## src/hw/rtl/gru_sqrt_cell.sv

```systemverilog
module gru_sqrt_cell #(
	parameter int UW = 34,
	parameter int J  = 0
) (
	input  logic          clk,
	input  logic          en,
	input  logic [UW-1:0] rem_i,
	input  logic [UW-1:0] res_i,
	output logic [UW-1:0] rem_o,
	output logic [UW-1:0] res_o
);
	localparam logic [UW-1:0] BIT = {{(UW-1){1'b0}}, 1'b1} << (2 * J);

	logic [UW-1:0] trial;
	logic          ge;

	assign trial = res_i + BIT;
	assign ge    = rem_i >= trial;

	always_ff @(posedge clk) begin
		if (en) begin
			rem_o <= ge ? (rem_i - trial) : rem_i;
			res_o <= ge ? ((res_i >> 1) + BIT) : (res_i >> 1);
		end
	end
endmodule

```

## config.mk

```make
export PLATFORM = sky130hd
export DESIGN_NAME = gru_sqrt_cell
export DESIGN_NICKNAME = d
export VERILOG_FILES = /design/src/hw/rtl/gru_sqrt_cell.sv
export SDC_FILE = /design/constraint.sdc
export NUM_CORES = 1
export LEC_CHECK = 0
export BUFFER_PORTS_ARGS = -buffer_cell sky130_fd_sc_hd__buf_4
export CORE_ASPECT_RATIO = 0.5
export CORE_UTILIZATION = 40
export CTS_BUF_LIST = sky130_fd_sc_hd__clkbuf_16
export CTS_CLUSTER_DIAMETER = 80
export DETAILED_ROUTE_END_ITERATION = 8
export GPL_ROUTABILITY_DRIVEN = 0
export SYNTH_ARGS = -nofsm -noshare
export SYNTH_HDL_FRONTEND = slang
export SYNTH_SLANG_ARGS = --single-unit
```

## constraint.sdc

```tcl
create_clock -name clk -period 5.5 [get_ports clk]
set_clock_uncertainty 0.15 [all_clocks]
set_input_delay 0.55 -clock clk [delete_from_list [all_inputs] [get_ports clk]]
set_output_delay 0.55 -clock clk [all_outputs]
set_load 0.02 [all_outputs]
```

# == Word-level counts from Yosys, hierarchy flattened ==
# Cells that the tools add are included.
# Widths: inputs -> output; s select.
# word_totals
regBits,68
n_memories,0
elab_cells,9
latchBits,0
input_bits,70
ramBits,0
out_inout_bits,68
romBits,0
# op_classes
n_lt_le_gt_ge,1
div_mod_pow,0
mux,2
eq_ne,0
n_shift,0
n_mul,0
add_sub_neg,3
n_bitwise,0
n_reduce_logical,0
# op_table
operator,n
$add 33x1->34 const B,1
$add 34x1->34 const B,1
$ge 34x34->1,1
$mux 34,1
$sub 34x34->34,1
$mux 33,1

# == Longest topological paths before layout ==
# logic_depth
word_depth,3
mapped_depth,21
ltp_nobuf,17

# == Worst setup path after synthesis ==
# Ideal clock, no wire load.
# synth_timing
kind,input -> register
start,input res_i[6]
end,"register res_o[20], data pin"
setup_slack_ns,1.193
arrival_time_ns,3.893
setup_time_ns,0.263
stages,21
path_buffers,4
required_time_ns,5.087
cell_sequence,buf_2 and4_1 and3_1 and3_1 nand3_1 nor2_2 and3_1 buf_2 nand3_1 xor2_1 ha_1 buf_2 nand2_1 o211ai_1 a221oi_1 or3_1 a31o_1 nand2_2 buf_4 nand3_1 xnor2_1
# synth_via
elab_chain_cells,3
word_cells_on_any_way,4
classes_between,2 x add/sub; 1 x order compare; 1 x mux
# synth_lines
element,line,source
start: declaration,8,"input logic [UW-1:0] res_i,"
$add 34x1->34,17,assign trial = res_i + BIT;
$ge 34x34->1,18,assign ge = rem_i >= trial;
$mux 33 (*),23,res_o <= ge ? ((res_i >> 1) + BIT) : (res_i >> 1);
end signal: assignment,23,
end: declaration,10,output logic [UW-1:0] res_o
# Mark *: on every way between the ends. The rest lies on a longest branch, timed or not.
# A chain may end at the register's enable or synchronous reset.

# == Final worst setup path ==
# layout_timing
start,input res_i[6]
end,"register res_o[7], data pin"
# Same word-level chain as after synthesis.

==> results.md <==
* Final net count at 861
* Max-slew violation count at 0
* Outcome: finished, final reports clean
* Setup CP Type: in -> reg
* First-pass GRT wire length at 24,120 µm
* Die width at 170.0 µm
* DP Wirelength at 12,210 µm
* CORE AREA at 0.01366 mm²
* GR Overflow Total at 0
* CP max stage cell: ha_1
* Ports at 138
* MaxCap Viol Count at 0
* Worst Hold Launch: rem_i[4]
* Post-DR vias/cell at 5.437
* CTS clk-pin slew, worst paths at 60 ps
* Sequential area share after synthesis at 0.3615
* Number of distinct library cells after synthesis at 63
* Final Setup Violations at 0
* Required @ worst endpoint at 5430 ps
* Worst-Margin Slew at 898.5 ps
* Min cycle time layout at 4863 ps
* CP most frequent cell: and3_1
* Area delta synth->final at 25.56%
* TritonCTS clock tree: done
* WP data arrival at 4790 ps
* CTS Hold Bufs at 0
* Syn nets at 738
* DRC viols at 0
* Ant diodes at 0
* Post-Syn Instances at 631
* Design area at 0.007092 mm²
* Root buf cell: clkbuf_16
* Worst setup endpoint: res_o[7]
* Detail Route Antenna Nets at 0
* P_leak at 0.002809 µW
* RSZ-0062 raised after global routing: false
* Vias in the first global route at 4,584
* IO buf count at 137
* DR pass1 iterations at 5
* Final WL at 15,750 µm
* Synth async-reset ratio at 0
* Critical-path cell list: buf_4 > and4_1 > and3_1 > and3_1 > nand3_1 > nor2_2 > and3_1 > nand3_1 > xor2_1 > ha_1 > nand2_1 > o211ai_1 > a221oi_1 > or3_1 > a31o_1 > nand2_2 > buf_12 > nand4_1 > xnor2_1
* CTS Sinks at 68
* Fin. Hold Viols at 0
* Max FO, Critical Path at 44
* Synth Flop Type: edfxtp_1
* Period utilization at 0.8841
* Yosys Warn Count at 0
* Worst vdd ir at 0.0001306 V
* Startpoint Class: input pin
* Routed vias at 5,165
* Cell Pwr Density at 259.4 mW/mm²
* GRT Resource Usage Total at 0.2134
* Post-CTS Resized at 0
* Netlist area before placement at 0.005648 mm²
* Post-CTS Setup Repair Bufs at 0
* 1st-iter DRT viols at 514
* Post-DP Area at 0.006810 mm²
* FMAX at 0.2057 GHz
* Total negative slack at 0 ps
* Wire per inst at 16.58 µm
* Die area at 0.01463 mm²
* Starting Density at 0.4134
* Largest net degree at the start of global routing at 69
* Slew HR at 0.4010
* Commonest non-fill, non-tap cells in the layout: 141 x buf_4, 68 x nor2_1, 68 x edfxtp_1
* Row count at 30
* Hold Crit Class: in -> reg
* Synth Register Bits at 68
* Share of layout cells above drive strength 1 at 0.2243
* Commonest non-fill, non-tap cell in the layout: buf_4
* CTS Buf Count at 9
* Die height at 86.03 µm
* Clock buffer depth at 2
* Post-Syn Area per Cell at 8.951 µm²
* Number of synthesized flops with an enable pin at 68
* Crit-path max cell delay at 430 ps
* CP Capture Type: flip-flop
* Number of antenna violations at the first check in global routing at 0
* H-tree levels at 3
* Worst setup startpoint: res_i[6]
==> report_power, final <==
group          leakage (µW)  internal [µW]  switching [µW]  total [µW]
clock network      0.000138            344             224         568
registers          0.000666            647            17.2         664
logic               0.00200            250             358         608
total               0.00281           1240             599        1840
==> registers in the layout, indices dropped and copies added, names as in the netlist <==
name / flops
res_o: 34
rem_o: 34
==> synth_stat cells, types with 3 or more instances <==
cell type	n	area (µm²)
xnor2_1	56	490.5
o211ai_1	3	22.52
inv_1	16	60.06
nand2b_1	5	31.28
clkbuf_2	5	25.02
and4_1	5	43.79
a21o_1	14	105.1
a21oi_1	53	265.3
a31oi_1	5	31.28
a211oi_1	3	22.52
nand3_1	36	180.2
xor2_1	38	332.8
nor2b_1	7	43.79
buf_2	12	60.06
nor4_1	3	18.77
nand2_1	57	214.0
and2_1	5	31.28
o21bai_1	4	30.03
clkbuf_1	8	30.03
nor2_1	68	255.2
ha_1	36	450.4
edfxtp_1	68	2042
nor3_1	11	55.05
o21ai_0	25	125.1
o21ai_1	5	25.02
nand4_1	23	143.9
and3_1	8	50.05
==> cell type report <==
| class | instances | area (µm²) |
|---|---|---|
| Fill cell | 1331 | 6571 |
| Multi-Input combinational cell | 517 | 3390 |
| Sequential cell | 68 | 2042 |
| Timing Repair Buffer | 142 | 1079 |
| Tap cell | 192 | 240.2 |
| Clock buffer | 9 | 225.2 |
| Inverter | 16 | 60.06 |
| Clock inverter | 6 | 56.30 |
==> critical path, delay by kind of cell <==
family                     cells  cell delay, ps
xor gates and xnor gates       2             330
buffers and inverters          2             390
adders and majority gates      1             430
and+or+nand+nor               11            2450
AOI/OAI and AO/OA              3             620
==> metal layers <==
metal	global-route usage	vias to the layer above	routed length [µm]
met2	0.3219	207	6957
met4	0.04586	0	179
met5	0	-	0
met3	0.05722	15	1293
met1	0.3040	2403	7322
li1	-	2540	-
==> logic make-up after synthesis <==
kind of cell / count (synthesis) / synth area share
simple gates: 240 / 0.2054
compound gates: 144 / 0.1622
xor+xnor: 94 / 0.1458
flops: 68 / 0.3615
buf+inv: 46 / 0.03832
fa+ha+maj: 37 / 0.08330
mux: 2 / 0.003545
==> worst min-delay path by stage <==
stage	endpoint	slack [ps]	cells after the start
floorplan	rem_o[0]	510	0
global placement	rem_o[4]	700	3
detailed placement	rem_o[4]	700	3
CTS	rem_o[4]	350	3
global route	rem_o[33]	360	3
finish	rem_o[4]	360	3
==> stage by stage <==
step	instances	setup WS (ps)	power [µW]	utilization	hold slack (ps)
finish	950	637.4	1840	0.5190	357.8
floorplan	631	1193	1056	-	512.5
detailed placement	935	382.5	1279	0.4984	697.6
global route	950	360.8	1931	0.5190	361.0
global placement	935	408.3	1277	0.4984	696.5
CTS	950	708.2	1854	0.5190	354.5
Power figures use the tool's default switching activity.
