File: config.mk
export PLATFORM = sky130hd
export DESIGN_NAME = gru_div_cell
export DESIGN_NICKNAME = d
export VERILOG_FILES = /design/src/hw/rtl/gru_div_cell.sv
export SDC_FILE = /design/constraint.sdc
export NUM_CORES = 1
export LEC_CHECK = 0
export ABC_AREA = 0
export BUFFER_PORTS_ARGS = -buffer_cell sky130_fd_sc_hd__buf_2
export CAP_MARGIN = 40
export CELL_PAD_IN_SITES_DETAIL_PLACEMENT = 0
export CELL_PAD_IN_SITES_GLOBAL_PLACEMENT = 2
export CORE_AREA = 3 3 127 159
export CTS_CLUSTER_DIAMETER = 80
export CTS_CLUSTER_SIZE = 40
export DETAILED_ROUTE_END_ITERATION = 10
export DIE_AREA = 0 0 130 162
export GPL_ROUTABILITY_DRIVEN = 0
export PLACE_DENSITY = 0.86
export SYNTH_ARGS = -nofsm -noshare
export SYNTH_HDL_FRONTEND = slang
export SYNTH_SLANG_ARGS = --single-unit
File: constraint.sdc
create_clock -name clk -period 3.8 [get_ports clk]
set_input_delay 0.57 -clock clk [delete_from_list [all_inputs] [get_ports clk]]
set_output_delay 0.57 -clock clk [all_outputs]
set_load 0.05 [all_outputs]
File: src/hw/rtl/gru_div_cell.sv
module gru_div_cell #(
	parameter int RW  = 49,
	parameter int DVW = 32,
	parameter int QW  = 17,
	parameter int SH  = 0
) (
	input  logic          clk,
	input  logic          en,
	input  logic [RW-1:0] rem_i,
	input  logic [DVW-1:0] dvs_i,
	input  logic [QW-1:0] quo_i,
	output logic [RW-1:0] rem_o,
	output logic [DVW-1:0] dvs_o,
	output logic [QW-1:0] quo_o
);
	logic [RW-1:0] dvs_sh;
	logic          ge;

	assign dvs_sh = {{(RW-DVW){1'b0}}, dvs_i} << SH;
	assign ge     = rem_i >= dvs_sh;

	always_ff @(posedge clk) begin
		if (en) begin
			rem_o <= ge ? (rem_i - dvs_sh) : rem_i;
			dvs_o <= dvs_i;
			quo_o <= {quo_i[QW-2:0], ge};
		end
	end
endmodule

* Yosys cells after proc, flatten, opt, wreduce, memory -nomap -nowiden
Index checks and enable logic that the tools add are counted.
** Cells by class
- $lt $le $gt $ge :: 1
- Multipliers :: 0
- Shift-type cells :: 0
- Bitwise gates (word level) :: 0
- Divide/modulo/power cells :: 0
- Muxes and demuxes :: 1
- Reduce and logical (&&, ||, !) cells :: 0
- Add/subtract/negate cells :: 1
- Equality and inequality tests :: 0
** Operator list (count)
- $ge 49x32->1 :: 1
- $mux 49 :: 1
- $sub 49x32->49 :: 1
** Word-level totals
- Flip-flop bits (word level) :: 98
- Memories :: 0
- Bits in latches :: 0
- RAM bits :: 0
- Memory bits (read-only) :: 0

* Logic depth before layout (Yosys ltp)
Gate-level depths: netlist of the first run.
- Depth in word-level cells :: 2
- Depth in mapped cells :: 13
- Depth with buffers taken out :: 11

* Least setup slack after synthesis of the first run
OpenSTA, ideal clock, no wires.
- Kind :: input port to flip-flop
- Start :: input port dvs_i[23]
- End :: register rem_o[47] (data pin)
- Slack :: 0.303 ns
- Setup time :: 0.267 ns
- Stages on the path :: 12
- Arrival :: 3.230 ns
- Cells stage by stage :: inv_1 > ha_1 > clkbuf_1 > nand4_1 > or4_1 > o311ai_4 > nor2_1 > and4b_1 > buf_6 > or3_4 > a311oi_2 > xor2_1
** On the way
- Cells in the longest elaborated chain, start to end :: 2
- Elaborated cells between the ends (all ways) :: 3
- Those cells by class :: 1 x add/sub; 1 x order compare; 1 x mux
** Ends and longest elaborated chain
- start: declaration :: line 10 : input logic [DVW-1:0] dvs_i,
- $sub 49x32->49 or $ge 49x32->1 (tied branches) :: line 24, 20
- $mux 49 * :: line 24 : rem_o <= ge ? (rem_i - dvs_sh) : rem_i;
- end signal: assignment :: line 24
- end: declaration :: line 12 : output logic [RW-1:0] rem_o,
Every way passes the cells marked *; elsewhere a longest branch is shown, timed or not.
A chain may end at the register's enable or synchronous reset.

* Final worst setup path of the first run
- Start :: input port dvs_i[29]
- End :: register rem_o[47] (data pin)
Same word-level chain as after synthesis.

==> metrics.md, run 1 <==
| Metric | Value |
|---|---|
| Outcome | finished clean |
| Largest stage delay, worst path | ~0.64 ns |
| Worst vdd ir | approximately 200 uV |
| Starting DRT DRC Count | 232 |
| Max_slew headroom | 57.4% |
| DR vias | just under 5k |
| Post-synth top area cell | edfxtp_1 |
| Synth top area cells | edfxtp_1 51%, ha_1 6.9%, o21ai_0 4.9%, nand2_1 3.8%, xor2_1 3.8% |
| Clock Pin Slew Worst Setup and Hold Paths | 0.07 ns |
| Ys async rst share | 0% |
| Core Region | 0.0188 sq mm |
| Most used DFF post-synth | edfxtp_1 |
| Ports | 198 |
| Synth unique cells | 55 |
| GRT Total Usage | 15.2% |
| P_leak | 3.21 nW |
| Area Overhead vs Synth | 30.9% |
| GRT overflow | 0 |
| Power per Cell Area | 458 mW/mm^2 |
| Fill cells | 1914 |
| Cell row count | 56 |
| Post-synthesis cell area | just under 0.006 sq mm |
| Slowest-stage cell, CP | or4_1 |
| Hold buffer count at CTS | 0 |
| Critical Path Source Type | input port |
| Slew Limit Fails | 0 |
| Fmax | 0.304 GHz |
| Mapped Cells | 547 |
| Nets@finish | about 900 |
| Worst min path class | in -> reg |
| Crit-path cells | buf_2 > inv_1 > ha_1 > nand4_1 > or4_1 > o311ai_4 > nor2_1 > and4b_2 > or3_4 > a311oi_2 > xor2_1 |
| Area after DPL | 0.00722 sq mm |
| Hold Fails Final Rpt | 0 |
| Root buf cell | clkbuf_16 |
| Detailed Routing Iterations Pass 1 | 4 |
| Post-CTS Resized | 0 |
| Worst path bufs/invs | 2 |
| Yosys Warn Count | 0 |
| HPWL Detailed | 13000 microns |
| Num CTS Buffers | 9 |
| Final core utilization | between 40% and 50% |
| Die area | between 0.02 and 0.025 sq mm |
| RSZ-0062 raised after global routing | no |
| Tcrit/Tclk final | 86.6% |
| Initial Util | a little under a third |
| Die height | 162 microns |
| CP required | 3.89 ns |
| Initial antenna violation count | 2 |
| Clock Path Buffers | 2 |
| TritonCTS clock tree | yes |
| Clk sink count | 98 |
| Largest net degree at the start of global routing | 55 |
| Final WL | 16000 microns |
| Die W | 130 microns |
| Commonest cells post-synth | 98 x edfxtp_1, 59 x nand2_1, 56 x o21ai_0 |
| Syn Nets | 680 |
| Syn Area/Cell | 10.6 sq um |
| Arr. time, crit path | 3.38 ns |
| Routed len/inst | 16.0 microns |
| Post-Layout Inst Area | 0.00756 sq mm |
| Yosys reg bits | 98 |
| Endpoints failing setup | 0 |
| Minimum hold slack | 0.387 ns |
| Ratio of cells with drive above 1 in the final layout | 34.4% |
| First-pass GRT wire length | around 25000 microns |
| Vias/cell | 4.83 |
| Synth top area share | 50.9% |
| Worst-Margin Slew | ~0.64 ns |
| Final total negative setup slack | 0 ns |
| Crit path capture type | flop |
| Top-count cell post-synth | edfxtp_1 |
| Post-synth EDFFs | 98 |
| Vias in the first global route | 4924 |
| H-tree depth | 3 |
| Max_cap viols | 0 |
| Post-CTS Setup Bufs | 0 |
| Delay-heaviest family, CP | simple AND/OR/NAND/NOR gates |
| Final min period | 3.29 ns |
| Seq/Total Area, Yosys | 50.9% |
| Residual DRC count | 0 |
| WS Path Type | in -> reg |
| Antenna Nets Post-Route | 0 |
| Peak fanout along the critical path | 12 |
| Buffers on Ports | 196 |
## path summary, 6_finish.rpt
path | startpoint | to | slack, ns | cells after the start
setup / recovery | dvs_i[29] | rem_o[47]$_DFFE_PP_ | 0.51 | 11
hold / removal | quo_i[11] | quo_o[12]$_DFFE_PP_ | 0.39 | 1
## cell usage in the layout, fill, tap and decap left out, types with 7 or more instances in the layout
| master | count |
|---|---|
| xnor2_1 | 21 |
| nor2_1 | 33 |
| nand4_1 | 17 |
| inv_1 | 37 |
| o21ai_0 | 56 |
| xor2_1 | 25 |
| nand2_1 | 59 |
| or4_1 | 7 |
| buf_4 | 34 |
| a21oi_1 | 35 |
| ha_1 | 32 |
| clkbuf_16 | 9 |
| nor3_1 | 8 |
| edfxtp_1 | 98 |
| or3_1 | 9 |
| buf_2 | 195 |
| a21o_1 | 8 |
## flip-flops by register name (all words and copies together) (netlist names)
register,flops
dvs_o,32
quo_o,17
rem_o,49
## logic make-up after synthesis
group / synth area share, %
buffers and inverters: 4.18
DFF: 50.9
muxes: 0.563
and+or+nand+nor: 14.5
xor gates and xnor gates: 6.97
AOI/OAI and AO/OA: 15.6
adders and majority gates: 7.28
## stage by stage
stage          setup WS (ns)  total power [mW]  std cells
2_1_floorplan          0.303              2.13        547
3_3_place_gp           0.175              2.45        986
3_5_place_dp           0.136              2.45        986
4_1_cts                0.512              3.51       1002
5_1_grt                0.339              3.63       1003
6_report               0.508              3.47       1003
## layout make-up
| type | instances | area, sq um | area share, % |
|---|---|---|---|
| inverters | 37 | 139 | 1.84 |
| multi-input cells | 389 | 2590 | 34.3 |
| flip-flops and latches | 98 | 2940 | 38.9 |
| diodes | 1 | 2.50 | 0.0331 |
| well taps | 232 | 290 | 3.84 |
| repair buffers | 230 | 1250 | 16.5 |
| clock inverters | 7 | 115 | 1.52 |
| clock buffers | 9 | 225 | 2.98 |
## metal layers
| metal | share of wire, % | routed length, microns | vias to the layer above | track usage [%] |
|---|---|---|---|---|
| met5 | 0.044 | 7 | - | 0 |
| met4 | 2.4 | 381 | 2 | 5.95 |
| met3 | 5.0 | 804 | 22 | 3.03 |
| met2 | 50 | 8030 | 138 | 25.9 |
| met1 | 42 | 6810 | 2229 | 18.9 |
| li1 | - | - | 2452 | - |
## where the power goes
part           switching [mW]  internal (mW)  total [mW]  leakage, nW
Clock                   0.404          0.643        1.05        0.165
Sequential             0.0233           1.33        1.36        0.959
Combinational           0.757          0.306        1.06         2.08
Total                    1.18           2.28        3.47         3.21
No activity file was read; power rests on OpenSTA's default activity.
==> run 2: changes to the inputs <==
--- a/config.mk
+++ b/config.mk
@@ -16,7 +16,7 @@
 export DETAILED_ROUTE_END_ITERATION = 10
 export DIE_AREA = 0 0 130 162
 export GPL_ROUTABILITY_DRIVEN = 0
-export PLACE_DENSITY = 0.86
+export PLACE_DENSITY = 0.82
 export SYNTH_ARGS = -nofsm -noshare
 export SYNTH_HDL_FRONTEND = slang
 export SYNTH_SLANG_ARGS = --single-unit
==> metrics.md, run 2 (synthesis results as in run 1) <==
| Metric | Value |
|---|---|
| Routed len/inst | 15.9 microns (-0.79%) |
| Die W | 130 microns (unchanged) |
| CP required | 3.89 ns (about the same) |
| Clk sink count | 98 (unchanged) |
| WHS Path Cells | 1 (unchanged) |
| Clock Path Buffers | 2 (unchanged) |
| WS Path Type | in -> reg |
| Cell row count | 56 (unchanged) |
| Placed cells | 985 (-0.10%) |
| Ratio of cells with drive above 1 in the final layout | 34.3% (-0.085 points) |
| GRT Total Usage | 14.8% (-0.43 points) |
| Final core utilization | 40.0% (-0.13 points) |
| Worst min path class | in -> reg |
| Num CTS Buffers | 9 (unchanged) |
| Final WL | 15900 microns (-0.99%) |
| Fmax | 0.301 GHz (-0.85%) |
| Hold Fails Final Rpt | 0 (unchanged) |
| Critical Path Source Type | input port |
| Dpl ws | 0.115 ns (-0.0206 ns) |
| Largest regs | rem_o x49, dvs_o x32, quo_o x17 |
| Worst-Margin Slew | 0.663 ns (+0.0238 ns) |
| Final total negative setup slack | 0 ns (unchanged) |
| Fin cells | 1001 (-0.20%) |
| Max_slew headroom | 54.7% (-2.7 points) |
| Final min period | 3.32 ns (+0.0283 ns) |
| TritonCTS clock tree | yes |
| Largest net degree at the start of global routing | 69 (+25%) |
| Root buf cell | clkbuf_16 |
| Peak fanout along the critical path | 33 (+21) |
| CP startpoint | dvs_i[29] |
| Slew Limit Fails | 0 (unchanged) |
| HPWL Detailed | 13100 microns (+0.33%) |
| Commonest non-fill, non-tap cell in the layout | buf_2 |
| Hold buffer count at CTS | 0 (unchanged) |
| Tcrit/Tclk final | 87.4% (+0.74 points) |
| Power per Cell Area | 451 mW/mm^2 (-1.6%) |
| Worst vdd ir | 222 uV (+12%) |
| Post-CTS Resized | 0 (unchanged) |
| Crit path capture type | flop |
| Reg with most FFs | rem_o |
| Outcome | finished clean |
| Number of flip-flops in the largest register | 49 (unchanged) |
| Residual DRC count | 0 (unchanged) |
| Ports | 198 (unchanged) |
| Detailed Routing Iterations Pass 1 | 4 (unchanged) |
| Vias in the first global route | 4937 (+0.26%) |
| Ant. Diodes | 0 (-1) |
| Post-CTS Setup Bufs | 0 (unchanged) |
| Die height | 162 microns (unchanged) |
| Most frequent cells in the layout | 195 x buf_2, 98 x edfxtp_1, 59 x nand2_1, 56 x o21ai_0, 37 x inv_1 |
| Clock Pin Slew Worst Setup and Hold Paths | 0.07 ns (about the same) |
| Starting DRT DRC Count | 190 (-18%) |
| First-pass GRT wire length | 24700 microns (-1.5%) |
| DR vias | 4880 (+0.76%) |
| Die area | 0.0211 sq mm (unchanged) |
| RSZ-0062 raised after global routing | no |
| Setup WS post-layout | 0.480 ns (-0.0283 ns) |
| Antenna Nets Post-Route | 0 (unchanged) |
| Area Overhead vs Synth | 30.4% |
| Worst setup endpoint | rem_o[44]$_DFFE_PP_ |
| Endpoints failing setup | 0 (unchanged) |
| Initial antenna violation count | 0 (-2) |
| Initial Util | 30.7% (unchanged) |
| GRT overflow | 0 (unchanged) |
| Core Region | 0.0188 sq mm (unchanged) |
| Max_cap viols | 0 (unchanged) |
| Vias/cell | 4.88 (+0.97%) |
| P_leak | 3.19 nW (-0.53%) |
| Buffers on Ports | 196 (unchanged) |
| Arr. time, crit path | 3.41 ns (+0.03 ns) |
| Nets@finish | 897 (-0.11%) |
| H-tree depth | 3 (unchanged) |
## run 2: power breakdown
part / leakage (nW) / internal [mW] / total [mW] / switching (mW)
logic: 2.08 / 0.306 / 1.06 / 0.754
clock network: 0.151 / 0.578 / 0.979 / 0.401
registers: 0.959 / 1.33 / 1.36 / 0.0264
total: 3.19 / 2.22 / 3.40 / 1.18
## run 2: metrics by stage
step | total power, mW | area [sq um] | hold slack (ns)
2_1_floorplan | 2.13 | 5780 | 0.669
3_3_place_gp | 2.44 | 7190 | 0.746
3_5_place_dp | 2.45 | 7220 | 0.749
4_1_cts | 3.44 | 7540 | 0.379
5_1_grt | 3.57 | 7540 | 0.377
6_report | 3.40 | 7540 | 0.388
## run 2: cell type report
cell class,count,area [sq um]
Clock buffer,10,229
Clock inverter,6,88.8
Fill cell,1894,11300
Inverter,37,139
Multi-Input combinational cell,389,2590
Sequential cell,98,2940
Tap cell,232,290
Timing Repair Buffer,229,1250
## run 2: critical path: stages
cell	delay (ns)
buf_2	0.09
inv_1	0.04
ha_1	0.36
nand4_1	0.25
or4_1	0.65
o311ai_4	0.25
nor2_1	0.09
and4b_2	0.32
buf_4	0.25
a2111oi_2	0.41
xor2_1	0.11
## run 2: how the worst min path moves through the flow
stage,to,from
2_1_floorplan,dvs_o[0]$_DFFE_PP_,dvs_i[0]
3_3_place_gp,quo_o[8]$_DFFE_PP_,quo_i[7]
3_5_place_dp,quo_o[15]$_DFFE_PP_,quo_i[14]
4_1_cts,quo_o[15]$_DFFE_PP_,quo_i[14]
5_1_grt,quo_o[2]$_DFFE_PP_,quo_i[1]
6_report,quo_o[10]$_DFFE_PP_,quo_i[9]
## run 2: per-layer routing
| layer | GRT usage (%) | vias up | wire, microns |
|---|---|---|---|
| li1 | - | 2461 | - |
| met2 | 26.2 | 135 | 8190 |
| met3 | 3.03 | 27 | 711 |
| met1 | 17.5 | 2257 | 6570 |
| met4 | 5.67 | 0 | 398 |
| met5 | 0 | - | 0 |
==> run 3: changes to the inputs <==
--- a/config.mk
+++ b/config.mk
@@ -16,6 +16,7 @@
 export DETAILED_ROUTE_END_ITERATION = 10
 export DIE_AREA = 0 0 130 162
 export GPL_ROUTABILITY_DRIVEN = 0
+export GPL_TIMING_DRIVEN = 0
 export PLACE_DENSITY = 0.82
 export SYNTH_ARGS = -nofsm -noshare
 export SYNTH_HDL_FRONTEND = slang
==> metrics.md, run 3 (synthesis results as in run 1) <==
| Metric | Value |
|---|---|
| CP required | 3.90 ns (about the same) |
| Area after DPL | 0.00707 sq mm (-2.0%) |
| Minimum hold slack | 0.389 ns (+0.000303 ns) |
| Vias in the first global route | 5203 (+5.4%) |
| Worst vdd ir | 238 uV (+7.2%) |
| WHS Path Cells | 1 (unchanged) |
| GRT overflow | 0 (unchanged) |
| Largest regs | rem_o x49, dvs_o x32, quo_o x17 |
| Fill cells | 1889 (-0.26%) |
| Number of flip-flops in the largest register | 49 (unchanged) |
| Slew Limit Fails | 0 (unchanged) |
| Ports | 198 (unchanged) |
| GRT Total Usage | 15.7% (+0.88 points) |
| Nets@finish | 886 (-1.2%) |
| Final WL | 16300 microns (+2.9%) |
| Max_cap viols | 0 (unchanged) |
| Clock Pin Slew Worst Setup and Hold Paths | 0.07 ns (about the same) |
| Worst Min Path Start | quo_i[4] |
| TritonCTS clock tree | yes |
| Fmax | 0.275 GHz (-8.6%) |
| Residual DRC count | 0 (unchanged) |
| Antenna Nets Post-Route | 0 (unchanged) |
| Most frequent cells in the layout | 195 x buf_2, 98 x edfxtp_1, 59 x nand2_1, 56 x o21ai_0, 37 x inv_1 |
| Detailed Routing Iterations Pass 1 | 5 (+1) |
| Power per Cell Area | 455 mW/mm^2 (+0.82%) |
| Outcome | finished clean |
| Peak fanout along the critical path | 10 (-70%) |
| Initial Util | 30.7% (unchanged) |
| Starting DRT DRC Count | 280 (+47%) |
| Buffers on Ports | 195 (-0.51%) |
| Clock Path Buffers | 2 (unchanged) |
| Hold Path Sink | quo_o[5]$_DFFE_PP_ |
| Endpoints failing setup | 0 (unchanged) |
| Largest net degree at the start of global routing | 68 (-1.4%) |
| Max_slew headroom | 56.5% (+1.8 points) |
| Placed cells | 975 (-1.0%) |
| Cell row count | 56 (unchanged) |
| Crit path capture type | flop |
| Die height | 162 microns (unchanged) |
| Post-Layout Inst Area | 0.00741 sq mm (-1.7%) |
| Ratio of cells with drive above 1 in the final layout | 31.1% (-3.2 points) |
| H-tree depth | 3 (unchanged) |
| Critical Path Source Type | input port |
| Num CTS Buffers | 9 (unchanged) |
| Vias/cell | 4.95 (+1.6%) |
| Die W | 130 microns (unchanged) |
| Worst min path class | in -> reg |
| Fin cells | 991 (-1.0%) |
| Area Overhead vs Synth | 28.2% |
| Reg with most FFs | rem_o |
| Commonest non-fill, non-tap cell in the layout | buf_2 |
| Final min period | 3.63 ns (+0.311 ns) |
| Tcrit/Tclk final | 95.5% (+8.2 points) |
| Arr. time, crit path | 3.73 ns (+0.32 ns) |
| Initial antenna violation count | 1 (+1) |
| Worst-Margin Slew | 0.649 ns (-0.0140 ns) |
| Root buf cell | clkbuf_16 |
| Die area | 0.0211 sq mm (unchanged) |
| Routed len/inst | 16.5 microns (+3.9%) |
| Clk sink count | 98 (unchanged) |
| RSZ-0062 raised after global routing | no |
| First-pass GRT wire length | 26200 microns (+5.9%) |
| WS Path Type | in -> reg |
| DR vias | 4907 (+0.55%) |
| HPWL Detailed | 13200 microns (+0.54%) |
| Core Region | 0.0188 sq mm (unchanged) |
| P_leak | 3.08 nW (-3.4%) |
| Hold Fails Final Rpt | 0 (unchanged) |
==> run 3: cell types whose count changed in the layout (fill, tap and decap cells not counted), sizes merged <==
cell / before / now
clkbuf: 10 / 24
buf: 229 / 204
diode: 0 / 1
==> run 3: cell type report <==
cell class	instances	area (sq um)	share of cell area (%)
antenna	1	2.50	0.0338
buffer	20	91.3	1.23
clock buffer	10	229	3.09
clock inverter	6	88.8	1.20
inverter	37	139	1.88
multi-input combinational	389	2600	35.1
sequential	98	2940	39.7
tap	232	290	3.92
timing repair buffer	198	1020	13.8
==> run 3: timing repair <==
action                     in CTS  in global routing
hold buffers                    0                  0
resized for setup               0                  2
setup buffers                   0                  2
setup endpoints to repair       0                 41
==> run 3: report_power, final <==
group | internal (mW) | switching [mW] | total [mW]
sequential | 1.33 | 0.0260 | 1.36
combinational | 0.277 | 0.752 | 1.03
clock | 0.578 | 0.401 | 0.980
total | 2.19 | 1.18 | 3.37
==> run 3: worst max path at each step <==
stage | start | to | cells after the start
after floorplan | dvs_i[23] | rem_o[47]$_DFFE_PP_ | 12
final | dvs_i[22] | rem_o[46]$_DFFE_PP_ | 14
after global placement | dvs_i[25] | rem_o[24]$_DFFE_PP_ | 14
after CTS | dvs_i[22] | rem_o[35]$_DFFE_PP_ | 13
after detailed placement | dvs_i[22] | rem_o[35]$_DFFE_PP_ | 13
after global routing | dvs_i[22] | rem_o[31]$_DFFE_PP_ | 14
==> run 3: stage by stage <==
stage          power (mW)  setup slack, ns  util, %  TNS [ns]
2_1_floorplan        2.13            0.303        -         0
3_3_place_gp         2.41           -0.314     37.4    -11.79
3_5_place_dp         2.41           -0.350     37.5    -11.87
4_1_cts              3.41           0.0228     39.2         0
5_1_grt              3.54         0.000155     39.3         0
6_report             3.37            0.169     39.3         0
==> run 3: metal layers <==
metal | share of wire [%] | vias to the layer above | global-route usage, %
li1 | - | 2434 | -
met3 | 4.3 | 34 | 3.42
met2 | 50 | 156 | 26.8
met4 | 3.0 | 0 | 6.24
met5 | 0 | - | 0
met1 | 43 | 2283 | 19.1
==> run 3: critical path: stages <==
cell and delay, ns:
buf_2 0.08, inv_1 0.04, ha_1 0.26, clkbuf_1 0.31
nand4_1 0.23, or4_1 0.66, o311ai_4 0.32, nor2_1 0.11
and4b_1 0.22, buf_6 0.13, buf_2 0.19, nor4_1 0.31
o31ai_1 0.13, xnor2_1 0.14
